## src/rtl/ptq_pkg.sv

```systemverilog
// Package for the periodic timer queue: widths, command and result codes,
// and the queue entry type shared by front end, queue and back end.
// No dependencies.
`timescale 1ns / 1ps
`default_nettype none
package ptq_pkg;
	localparam int Capacity   = 16;
	localparam int SlotBits   = $clog2(Capacity);
	localparam int PeriodBits = 16;
	localparam int TimeBits   = 48;
	localparam int IdBits     = 16;

	typedef enum logic [1:0] {
		CMD_ADD    = 2'd0,
		CMD_CANCEL = 2'd1,
		CMD_TICK   = 2'd2,
		CMD_NONE   = 2'd3
	} cmd_t;

	typedef enum logic [2:0] {
		KIND_ADDED     = 3'd0,
		KIND_FULL      = 3'd1,
		KIND_CANCELLED = 3'd2,
		KIND_NOOP      = 3'd3,
		KIND_FIRED     = 3'd4,
		KIND_DONE      = 3'd5
	} kind_t;

	// request handed from the front end to the back end
	typedef struct packed {
		cmd_t                  cmd;
		logic [PeriodBits-1:0] period;
		logic                  rearm;
		logic [IdBits-1:0]     cancel_id;
	} req_t;
endpackage
`default_nettype wire

```

## src/rtl/ptq_front.sv

```systemverilog
// Front end of the periodic timer queue: accepts requests, drops unknown
// commands, saturates a zero period and pushes into a two-entry queue.
// Depends on ptq_pkg.
`timescale 1ns / 1ps
`default_nettype none
module ptq_front (
	input  wire logic                           clk,
	input  wire logic                           arst_n,
	input  wire logic                           start,
	output logic                                busy,
	input  wire logic [1:0]                     cmd,
	input  wire logic [ptq_pkg::PeriodBits-1:0] period,
	input  wire logic                           rearm,
	input  wire logic [ptq_pkg::IdBits-1:0]     cancel_id,
	output logic                                req_valid,
	output ptq_pkg::req_t                       req,
	input  wire logic                           req_pop
);
	ptq_pkg::req_t fifo_q [2];
	logic          wr_q, rd_q;
	logic [1:0]    cnt_q;
	ptq_pkg::req_t in_req;
	logic          push;

	// classify the incoming request
	always_comb begin
		in_req.cmd       = ptq_pkg::cmd_t'(cmd);
		in_req.period    = (period == '0) ? ptq_pkg::PeriodBits'(1) : period;
		in_req.rearm     = rearm;
		in_req.cancel_id = cancel_id;
	end

	assign busy      = (cnt_q == 2'd2);
	assign push      = start && !busy && (cmd != ptq_pkg::CMD_NONE);
	assign req_valid = (cnt_q != 2'd0);
	assign req       = fifo_q[rd_q];

	// hold queued requests
	always_ff @(posedge clk) begin
		if (push) fifo_q[wr_q] <= in_req;
	end

	// advance pointers and count
	always_ff @(posedge clk or negedge arst_n) begin
		if (!arst_n) begin
			wr_q  <= 1'b0;
			rd_q  <= 1'b0;
			cnt_q <= 2'd0;
		end else begin
			if (push) wr_q <= !wr_q;
			if (req_pop) rd_q <= !rd_q;
			cnt_q <= cnt_q + 2'(push) - 2'(req_pop);
		end
	end

	ast_no_underflow: assert property (@(posedge clk) disable iff (!arst_n)
		req_pop |-> req_valid) else $error("pop from empty queue");
	ast_no_overflow: assert property (@(posedge clk) disable iff (!arst_n)
		busy |=> cnt_q != 2'd0) else $error("full queue drained without pop");
	ast_count_range: assert property (@(posedge clk) disable iff (!arst_n)
		cnt_q != 2'd3) else $error("queue count out of range");
endmodule
`default_nettype wire

```

## src/rtl/ptq_back.sv

```systemverilog
// Back end of the periodic timer queue: slot storage, time and id state,
// and a sequencer that scans slots one per cycle.
// Depends on ptq_pkg.
`timescale 1ns / 1ps
`default_nettype none
module ptq_back (
	input  wire logic                         clk,
	input  wire logic                         arst_n,
	input  wire logic                         req_valid,
	input  ptq_pkg::req_t                     req,
	output logic                              req_pop,
	output logic                              strobe,
	output logic [2:0]                        kind,
	output logic [ptq_pkg::IdBits-1:0]        timer_id,
	output logic [ptq_pkg::TimeBits-1:0]      deadline,
	output logic                              last
);
	localparam int SB = ptq_pkg::SlotBits;
	localparam int TB = ptq_pkg::TimeBits;

	typedef enum logic [1:0] {ST_IDLE, ST_SCAN, ST_FIRE} state_t;

	logic [ptq_pkg::Capacity-1:0] used_q, fired_q;
	logic [TB-1:0]                 dl_q  [ptq_pkg::Capacity];
	logic [ptq_pkg::PeriodBits-1:0] per_q [ptq_pkg::Capacity];
	logic [ptq_pkg::IdBits-1:0]    id_q  [ptq_pkg::Capacity];
	logic [ptq_pkg::Capacity-1:0]  rarm_q;

	state_t              state_q;
	logic [TB-1:0]       now_q;
	logic [ptq_pkg::IdBits-1:0] next_id_q;
	logic [SB:0]         idx_q;
	logic                best_ok_q;
	logic [SB-1:0]       best_q;
	logic [TB-1:0]       best_age_q;

	// free slot and cancel match, lowest index first
	logic          free_hit, can_hit;
	logic [SB-1:0] free_idx, can_idx;
	always_comb begin
		free_hit = 1'b0; free_idx = '0;
		can_hit  = 1'b0; can_idx  = '0;
		for (int i = ptq_pkg::Capacity - 1; i >= 0; i--) begin
			if (!used_q[i]) begin free_hit = 1'b1; free_idx = SB'(i); end
			if (used_q[i] && id_q[i] == req.cancel_id) begin
				can_hit = 1'b1; can_idx = SB'(i);
			end
		end
	end

	// compare scanned slot against the current best
	logic [SB-1:0] cur;
	logic [TB-1:0] cur_age;
	logic          cur_due, cur_better;
	assign cur     = idx_q[SB-1:0];
	assign cur_age = now_q - dl_q[cur];
	assign cur_due = used_q[cur] && !fired_q[cur] && !cur_age[TB-1];
	always_comb begin
		priority if (!best_ok_q)                 cur_better = 1'b1;
		else if (cur_age != best_age_q)          cur_better = cur_age > best_age_q;
		else if (per_q[cur] != per_q[best_q])    cur_better = per_q[cur] < per_q[best_q];
		else                                     cur_better = id_q[cur] < id_q[best_q];
	end

	assign req_pop = (state_q == ST_IDLE) && req_valid;

	// sequence commands, hold state and registered results
	always_ff @(posedge clk or negedge arst_n) begin
		if (!arst_n) begin
			state_q   <= ST_IDLE;
			used_q    <= '0;
			fired_q   <= '0;
			now_q     <= '0;
			next_id_q <= '0;
			idx_q     <= '0;
			best_ok_q <= 1'b0;
			strobe    <= 1'b0;
			last      <= 1'b0;
			kind      <= ptq_pkg::KIND_DONE;
		end else begin
			strobe <= 1'b0;
			unique case (state_q)
				ST_IDLE: begin
					if (req_valid) begin
						strobe <= 1'b1;
						last   <= 1'b1;
						unique case (req.cmd)
							ptq_pkg::CMD_ADD: begin
								if (free_hit) begin
									used_q[free_idx] <= 1'b1;
									next_id_q <= next_id_q + ptq_pkg::IdBits'(1);
									kind <= ptq_pkg::KIND_ADDED;
								end else begin
									kind <= ptq_pkg::KIND_FULL;
								end
							end
							ptq_pkg::CMD_CANCEL: begin
								if (can_hit) begin
									used_q[can_idx] <= 1'b0;
									kind <= ptq_pkg::KIND_CANCELLED;
								end else begin
									kind <= ptq_pkg::KIND_NOOP;
								end
							end
							default: begin
								strobe    <= 1'b0;
								now_q     <= now_q + TB'(1);
								fired_q   <= '0;
								idx_q     <= '0;
								best_ok_q <= 1'b0;
								state_q   <= ST_SCAN;
							end
						endcase
					end
				end
				ST_SCAN: begin
					if (cur_due && cur_better) begin
						best_ok_q  <= 1'b1;
						best_q     <= cur;
						best_age_q <= cur_age;
					end
					idx_q <= idx_q + (SB+1)'(1);
					if (idx_q == (SB+1)'(ptq_pkg::Capacity - 1)) state_q <= ST_FIRE;
				end
				default: begin
					strobe <= 1'b1;
					idx_q     <= '0;
					best_ok_q <= 1'b0;
					if (best_ok_q) begin
						kind <= ptq_pkg::KIND_FIRED;
						last <= 1'b0;
						fired_q[best_q] <= 1'b1;
						if (!rarm_q[best_q]) used_q[best_q] <= 1'b0;
						state_q <= ST_SCAN;
					end else begin
						kind <= ptq_pkg::KIND_DONE;
						last <= 1'b1;
						state_q <= ST_IDLE;
					end
				end
			endcase
		end
	end

	// slot payload and result payload
	always_ff @(posedge clk) begin
		unique case (state_q)
			ST_IDLE: begin
				timer_id <= '0;
				deadline <= '0;
				if (req_valid && req.cmd == ptq_pkg::CMD_ADD && free_hit) begin
					dl_q[free_idx]   <= now_q + TB'(req.period);
					per_q[free_idx]  <= req.period;
					id_q[free_idx]   <= next_id_q;
					rarm_q[free_idx] <= req.rearm;
					timer_id <= next_id_q;
					deadline <= now_q + TB'(req.period);
				end
				if (req_valid && req.cmd == ptq_pkg::CMD_CANCEL) timer_id <= req.cancel_id;
			end
			ST_SCAN: ;
			default: begin
				if (best_ok_q) begin
					timer_id <= id_q[best_q];
					deadline <= dl_q[best_q];
					if (rarm_q[best_q])
						dl_q[best_q] <= dl_q[best_q] + TB'(per_q[best_q]);
				end else begin
					timer_id <= '0;
					deadline <= now_q;
				end
			end
		endcase
	end

	ast_fire_used: assert property (@(posedge clk) disable iff (!arst_n)
		(state_q == ST_FIRE && best_ok_q) |-> used_q[best_q])
		else $error("firing an unused slot");
	ast_fire_once: assert property (@(posedge clk) disable iff (!arst_n)
		(state_q == ST_FIRE && best_ok_q) |-> !fired_q[best_q])
		else $error("slot fired twice in one tick");
	ast_done_last: assert property (@(posedge clk) disable iff (!arst_n)
		(strobe && kind == ptq_pkg::KIND_DONE) |-> last)
		else $error("tick done without last");
	ast_pop_idle: assert property (@(posedge clk) disable iff (!arst_n)
		req_pop |=> !strobe || last) else $error("result after pop not final");
endmodule
`default_nettype wire

```

## src/rtl/periodic_timer_queue_unit.sv

```systemverilog
// Top level of the periodic timer queue: front end with request queue and
// back end with slot storage. Depends on ptq_pkg, ptq_front, ptq_back.
//
// Usage: drive cmd, period, rearm, cancel_id with start high; the request is
// taken at an edge where busy is low. Up to two requests wait in a queue
// between front and back end. Results appear for one cycle with strobe
// high (kind, timer_id, deadline, last); the receiver cannot stall them.
// Timing: add and cancel answer in the cycle after the back end takes them,
// and the back end stays idle, ready for the next request. A tick first
// advances time, then scans all 16 slots, one per cycle, for each fired
// event plus once more for the done marker; it holds the back end until
// the done marker, while up to two requests wait. Command 3 is taken and
// dropped with no result.
// Reset clears time, the id counter, slot occupancy and the queue; slot
// contents are left as they are and are read only once written.
`timescale 1ns / 1ps
`default_nettype none
module periodic_timer_queue_unit (
	input  wire logic                           clk,
	input  wire logic                           arst_n,
	input  wire logic                           start,
	output logic                                busy,
	input  wire logic [1:0]                     cmd,
	input  wire logic [ptq_pkg::PeriodBits-1:0] period,
	input  wire logic                           rearm,
	input  wire logic [ptq_pkg::IdBits-1:0]     cancel_id,
	output logic                                strobe,
	output logic [2:0]                          kind,
	output logic [ptq_pkg::IdBits-1:0]          timer_id,
	output logic [ptq_pkg::TimeBits-1:0]        deadline,
	output logic                                last
);
	logic          req_valid, req_pop;
	ptq_pkg::req_t req;

	ptq_front u_front (
		.clk, .arst_n, .start, .busy, .cmd, .period, .rearm, .cancel_id,
		.req_valid, .req, .req_pop
	);

	ptq_back u_back (
		.clk, .arst_n, .req_valid, .req, .req_pop,
		.strobe, .kind, .timer_id, .deadline, .last
	);
endmodule
`default_nettype wire

```

## config.mk

```make
export PLATFORM = sky130hd
export DESIGN_NAME = periodic_timer_queue_unit
export DESIGN_NICKNAME = d
export VERILOG_FILES = /design/src/rtl/ptq_pkg.sv /design/src/rtl/ptq_front.sv /design/src/rtl/ptq_back.sv /design/src/rtl/periodic_timer_queue_unit.sv
export SDC_FILE = /design/constraint.sdc
export NUM_CORES = 2
export LEC_CHECK = 0
export BUFFER_PORTS_ARGS = -buffer_cell sky130_fd_sc_hd__buf_4
export CAP_MARGIN = 20
export CELL_PAD_IN_SITES_DETAIL_PLACEMENT = 0
export CELL_PAD_IN_SITES_GLOBAL_PLACEMENT = 1
export CORE_MARGIN = 10
export CORE_UTILIZATION = 55
export DETAILED_ROUTE_END_ITERATION = 12
export PLACE_DENSITY_LB_ADDON = 0.25
export SLEW_MARGIN = 20
export SYNTH_ARGS = -nofsm -noshare
export SYNTH_HDL_FRONTEND = slang
export SYNTH_HIERARCHICAL = 1
export SYNTH_SLANG_ARGS = --single-unit
```

## constraint.sdc

```tcl
create_clock -name clk -period 10.7 [get_ports clk]
set_input_delay 1.07 -clock clk [delete_from_list [all_inputs] [get_ports clk]]
set_output_delay 1.07 -clock clk [all_outputs]
set_load 0.05 [all_outputs]
```

==> reports/summary.log <==
qor: floorplan.die_h 407 microns
qor: synthesis.mappedNetlistNets 5174
qor: placed_design.post-place-ws 1.38 ns
qor: synthesis.synthesis.instances 4969
qor: timing.slew_headroom 24.0%
qor: global_route.grt_max_degree 101
qor: floorplan.io_pins 108
qor: min_path.hold_path.class primary input to asynchronous set/reset pin
qor: floorplan.initial_utilization 55.6%
qor: worst_setup_path.cpMostUsedCell sky130_fd_sc_hd__o21ai_0
qor: routing.initialDrtViolationCount 6887
qor: finish.nets 5269
qor: synthesis.yosysWarningCount 6
qor: timing.final_critical_path_setup_slack 1.38 ns
qor: synthesis.ys_seq_area_share 57.6%
qor: worst_setup_path.crit_required 11.40 ns
qor: finish.layout.core_utilization 61.6%
qor: finish.share_of_final_layout_standard_cells_stronger_than_drive_strength_1 27.5%
qor: worst_setup_path.cp_top_family compound AO/OA/AOI/OAI gates
qor: routing.drt.antenna.violating_nets 0
qor: timing.min_period_over_period 87.1%
qor: power_and_ir_drop.power_density 265 mW/mm^2
qor: finish.area_growth 10.8%
qor: placed_design.port-buffer-count 107
qor: worst_setup_path.worst_setup_path_start_kind register
qor: clocking.clk_pin_slew 0.06 ns
qor: worst_setup_path.critPathKind register to register
qor: clocking.cts-hold-fix-buffers 0
qor: finish.reg_area 0.0474 sq mm
qor: finish.multi_input_gate_area 0.0331 sq mm
qor: power_and_ir_drop.static_power_due_to_leakage 31.7 nW
qor: timing.finalClockSkew 0.0446 ns
qor: global_route.grt_use_total 30.0%
qor: routing.wl 248 mm
qor: timing.setup_repair_after_global_routing_missed_its_margin false
qor: synthesis.synthesis.area 0.0824 sq mm
qor: routing.remaining_drc_errors 0
qor: clocking.clk_path_buf_depth 3
qor: global_route.grt_first_pass_wirelength 358 mm
qor: timing.hold_viol_final 0
qor: synthesis.yosys_most_used_dff sky130_fd_sc_hd__edfxtp_1
qor: synthesis.synth.largest_area_cell sky130_fd_sc_hd__edfxtp_1
qor: clocking.numCtsBuffers 171
qor: timing.fin_setup_tns 0 ns
qor: timing.fmax 0.107 GHz
qor: worst_setup_path.cp-end-kind register
qor: floorplan.rows 141
qor: synthesis.post-synth-top-area-fraction 54.0%
qor: placed_design.routabilityCongestion 0.957
qor: clocking.ctsResizeCount 0
qor: timing.finalCriticalPeriod 9.32 ns
qor: clocking.cts-htree-levels 4
qor: synthesis.synth.avg_cell_area 16.6 sq um
qor: clocking.clock_latency 0.84 ns
qor: finish.fill_cells 10.8k
qor: worst_setup_path.crit_path_top_delay_cell sky130_fd_sc_hd__dfrtp_4
qor: clocking.cts_tree done
qor: global_route.grt_remaining_overflow 0
qor: worst_setup_path.critical_path.n_buffers_inverters 3
qor: worst_setup_path.cp_data_arrival_time 10.02 ns
qor: floorplan.dieWidth 407 microns
qor: synthesis.post_synth_num_cell_types 86
qor: timing.fin_hold_ws 0.227 ns
qor: synthesis.synth_top_cells_by_count sky130_fd_sc_hd__edfxtp_1, sky130_fd_sc_hd__mux4_2, sky130_fd_sc_hd__xnor2_1, sky130_fd_sc_hd__nand2_1, sky130_fd_sc_hd__clkbuf_1
qor: routing.total_via_count_in_the_routed_design 50.1k
qor: placed_design.hpwl 156 mm
qor: worst_setup_path.slowest_delay 1.04 ns
qor: routing.route.detailed.wl_per_inst 34.7 microns
qor: routing.route.detailed.vias_per_inst 7.01
qor: clocking.post_cts.repair.setup_buffers 0
qor: timing.setup-violations-final 0
qor: routing.dr.pass1.iters 7
qor: floorplan.floorplan.die_area 0.166 sq mm
qor: synthesis.synth_edf_count 1482
qor: timing.worstMarginPinSlew 1.13 ns
qor: floorplan.floorplan.core_area 0.148 sq mm
qor: clocking.cts_root_buffer sky130_fd_sc_hd__clkbuf_16
qor: worst_setup_path.critPathMaxFanout 56
qor: run.cap_violations 0
qor: status.status finished clean
qor: clocking.clock_sinks 1599
qor: global_route.grt_pass1_vias 49.9k
qor: synthesis.synth_async_sr_flop_share 7.07%
qor: synthesis.yosys_register_bits 1599
qor: synthesis.synthMostInstantiatedCell sky130_fd_sc_hd__edfxtp_1
qor: synthesis.top_post_synthesis_cells_by_area sky130_fd_sc_hd__edfxtp_1, sky130_fd_sc_hd__mux4_2, sky130_fd_sc_hd__dfrtp_1, sky130_fd_sc_hd__xnor2_1, sky130_fd_sc_hd__ha_1
qor: timing.slew_violations 0
qor: global_route.antenna_found_initial 5
qor: power_and_ir_drop.irDropWorstVdd 0.438 mV
layout make-up:
| cell class | instances | share of cell area [%] |
|---|---|---|
| Antenna cell | 2 | 0.00549 |
| Clock buffer | 221 | 5.07 |
| Clock inverter | 92 | 1.12 |
| Inverter | 180 | 0.746 |
| Multi-Input combinational cell | 2871 | 36.3 |
| Sequential cell | 1599 | 52.0 |
| Tap cell | 1930 | 2.65 |
| Timing Repair Buffer | 241 | 2.12 |
cells by family (layout without fill, tap and decap cells):
group,after synthesis,count (layout),share of synthesized area [%]
buf+inv,499,734,2.64
other cells,0,2,0
xor+xnor,451,451,4.80
simple gates,805,805,4.86
fa+ha+maj,167,167,2.56
mux,875,875,23.1
flops,1599,1599,57.6
compound gates,573,573,4.48
worst paths after layout:
kind / start / end / slack (ns) / cells past startpoint
max reg2reg: u_back/idx_q[0]$_DFFE_PN0P_ / register / 1.38 / 26
min in group clk: cancel_id[5] / u_front/fifo_q[0][5]$_DFFE_PP_ / 0.44 / 1
min reg2reg: u_back/fired_q[14]$_DFFE_PN0P_ / u_back/fired_q[14]$_DFFE_PN0P_ / 0.50 / 2
min: arst_n / u_back/next_id_q[13]$_DFFE_PN0P_ / 0.23 / 1
max: u_back/idx_q[0]$_DFFE_PN0P_ / register / 1.38 / 26
max in group asynchronous: arst_n / u_back/idx_q[0]$_DFFE_PN0P_ / 8.92 / 2
worst register-to-register path: stages, from the launching register on:
cell and delay, ns:
sky130_fd_sc_hd__dfrtp_4 1.04, sky130_fd_sc_hd__buf_12 0.49, sky130_fd_sc_hd__mux4_2 0.65, sky130_fd_sc_hd__mux4_2 0.46, sky130_fd_sc_hd__inv_1 0.09, sky130_fd_sc_hd__ha_1 0.30
sky130_fd_sc_hd__a21oi_1 0.28, sky130_fd_sc_hd__o21ai_0 0.17, sky130_fd_sc_hd__a21oi_1 0.18, sky130_fd_sc_hd__o21ai_0 0.12, sky130_fd_sc_hd__a211oi_1 0.73, sky130_fd_sc_hd__o21ai_1 0.27
sky130_fd_sc_hd__a31o_2 0.32, sky130_fd_sc_hd__o41ai_1 0.63, sky130_fd_sc_hd__o21ai_0 0.22, sky130_fd_sc_hd__xor2_1 0.21, sky130_fd_sc_hd__ha_1 0.31, sky130_fd_sc_hd__nand4_1 0.10
sky130_fd_sc_hd__nor4_1 0.41, sky130_fd_sc_hd__nand2_1 0.12, sky130_fd_sc_hd__or4_1 0.55, sky130_fd_sc_hd__nand2b_1 0.17, sky130_fd_sc_hd__inv_1 0.10, sky130_fd_sc_hd__a2111oi_0 0.07
sky130_fd_sc_hd__nand4_1 0.13, sky130_fd_sc_hd__o311a_4 0.75, sky130_fd_sc_hd__mux2_4 0.35
per-stage QoR:
step | total power, mW | instance area [sq um] | cells
floorplan | 15.1 | 82400 | 4969
global placement | 18.1 | 85500 | 6818
detailed placement | 18.2 | 85500 | 6819
CTS | 24.2 | 91100 | 7132
global route | 25.2 | 91200 | 7134
finish | 24.2 | 91200 | 7136
placed cells by master (no fill, tap or decap), types with 19 or more instances in the layout:
cell and count:
sky130_fd_sc_hd__xnor2_1 285, sky130_fd_sc_hd__and3_1 26, sky130_fd_sc_hd__edfxtp_1 1482, sky130_fd_sc_hd__nor4_1 37, sky130_fd_sc_hd__a31oi_1 20, sky130_fd_sc_hd__ha_1 164, sky130_fd_sc_hd__o21a_1 25, sky130_fd_sc_hd__mux2i_1 22
sky130_fd_sc_hd__nand2_1 209, sky130_fd_sc_hd__clkbuf_1 40, sky130_fd_sc_hd__nand3_1 85, sky130_fd_sc_hd__buf_4 230, sky130_fd_sc_hd__o22ai_1 41, sky130_fd_sc_hd__mux4_2 801, sky130_fd_sc_hd__nor2_1 156, sky130_fd_sc_hd__nor2b_1 19
sky130_fd_sc_hd__bufinv_16 20, sky130_fd_sc_hd__nand4_1 93, sky130_fd_sc_hd__a21o_1 56, sky130_fd_sc_hd__clkinv_1 25, sky130_fd_sc_hd__dfrtp_1 106, sky130_fd_sc_hd__nor3_1 43, sky130_fd_sc_hd__xor2_1 166, sky130_fd_sc_hd__nor2_4 24
sky130_fd_sc_hd__nand2b_1 25, sky130_fd_sc_hd__clkbuf_16 176, sky130_fd_sc_hd__clkinv_2 27, sky130_fd_sc_hd__mux2_4 33, sky130_fd_sc_hd__a21oi_1 132, sky130_fd_sc_hd__inv_1 179, sky130_fd_sc_hd__o21ai_0 130
where the power goes:
part           internal [mW]  leakage [nW]  total, mW  switching (mW)
logic                   4.10          13.2       10.1            5.98
registers               7.66          15.8       8.10           0.439
clock network           3.53          2.74       6.02            2.48
state kept, by name (all words and copies together), names as in the netlist, named ones only:
name and cells:
u_back/dl_q 768, u_back/best_q 4, u_back/state_q 2, u_back/used_q 16
u_back/strobe 1, u_front/fifo_q 70, u_front/cnt_q 2, u_back/deadline 48
u_front/rd_q 1, u_back/rarm_q 16, u_back/idx_q 5, u_back/next_id_q 16
u_back/best_age_q 48, u_back/id_q 256, u_back/timer_id 16, u_back/kind 3
u_back/best_ok_q 1, u_front/wr_q 1, u_back/last 1, u_back/per_q 256
u_back/fired_q 16, u_back/now_q 48
per-layer routing:
| layer | track usage (%) | share of wire (%) | up-vias |
|---|---|---|---|
| met5 | 0 | 0.022 | - |
| met1 | 42.6 | 39 | 26221 |
| met3 | 6.67 | 11 | 485 |
| met4 | 10.5 | 3.8 | 8 |
| met2 | 46.1 | 47 | 2995 |
| li1 | - | - | 20345 |
(Power assumes the default switching activity.)
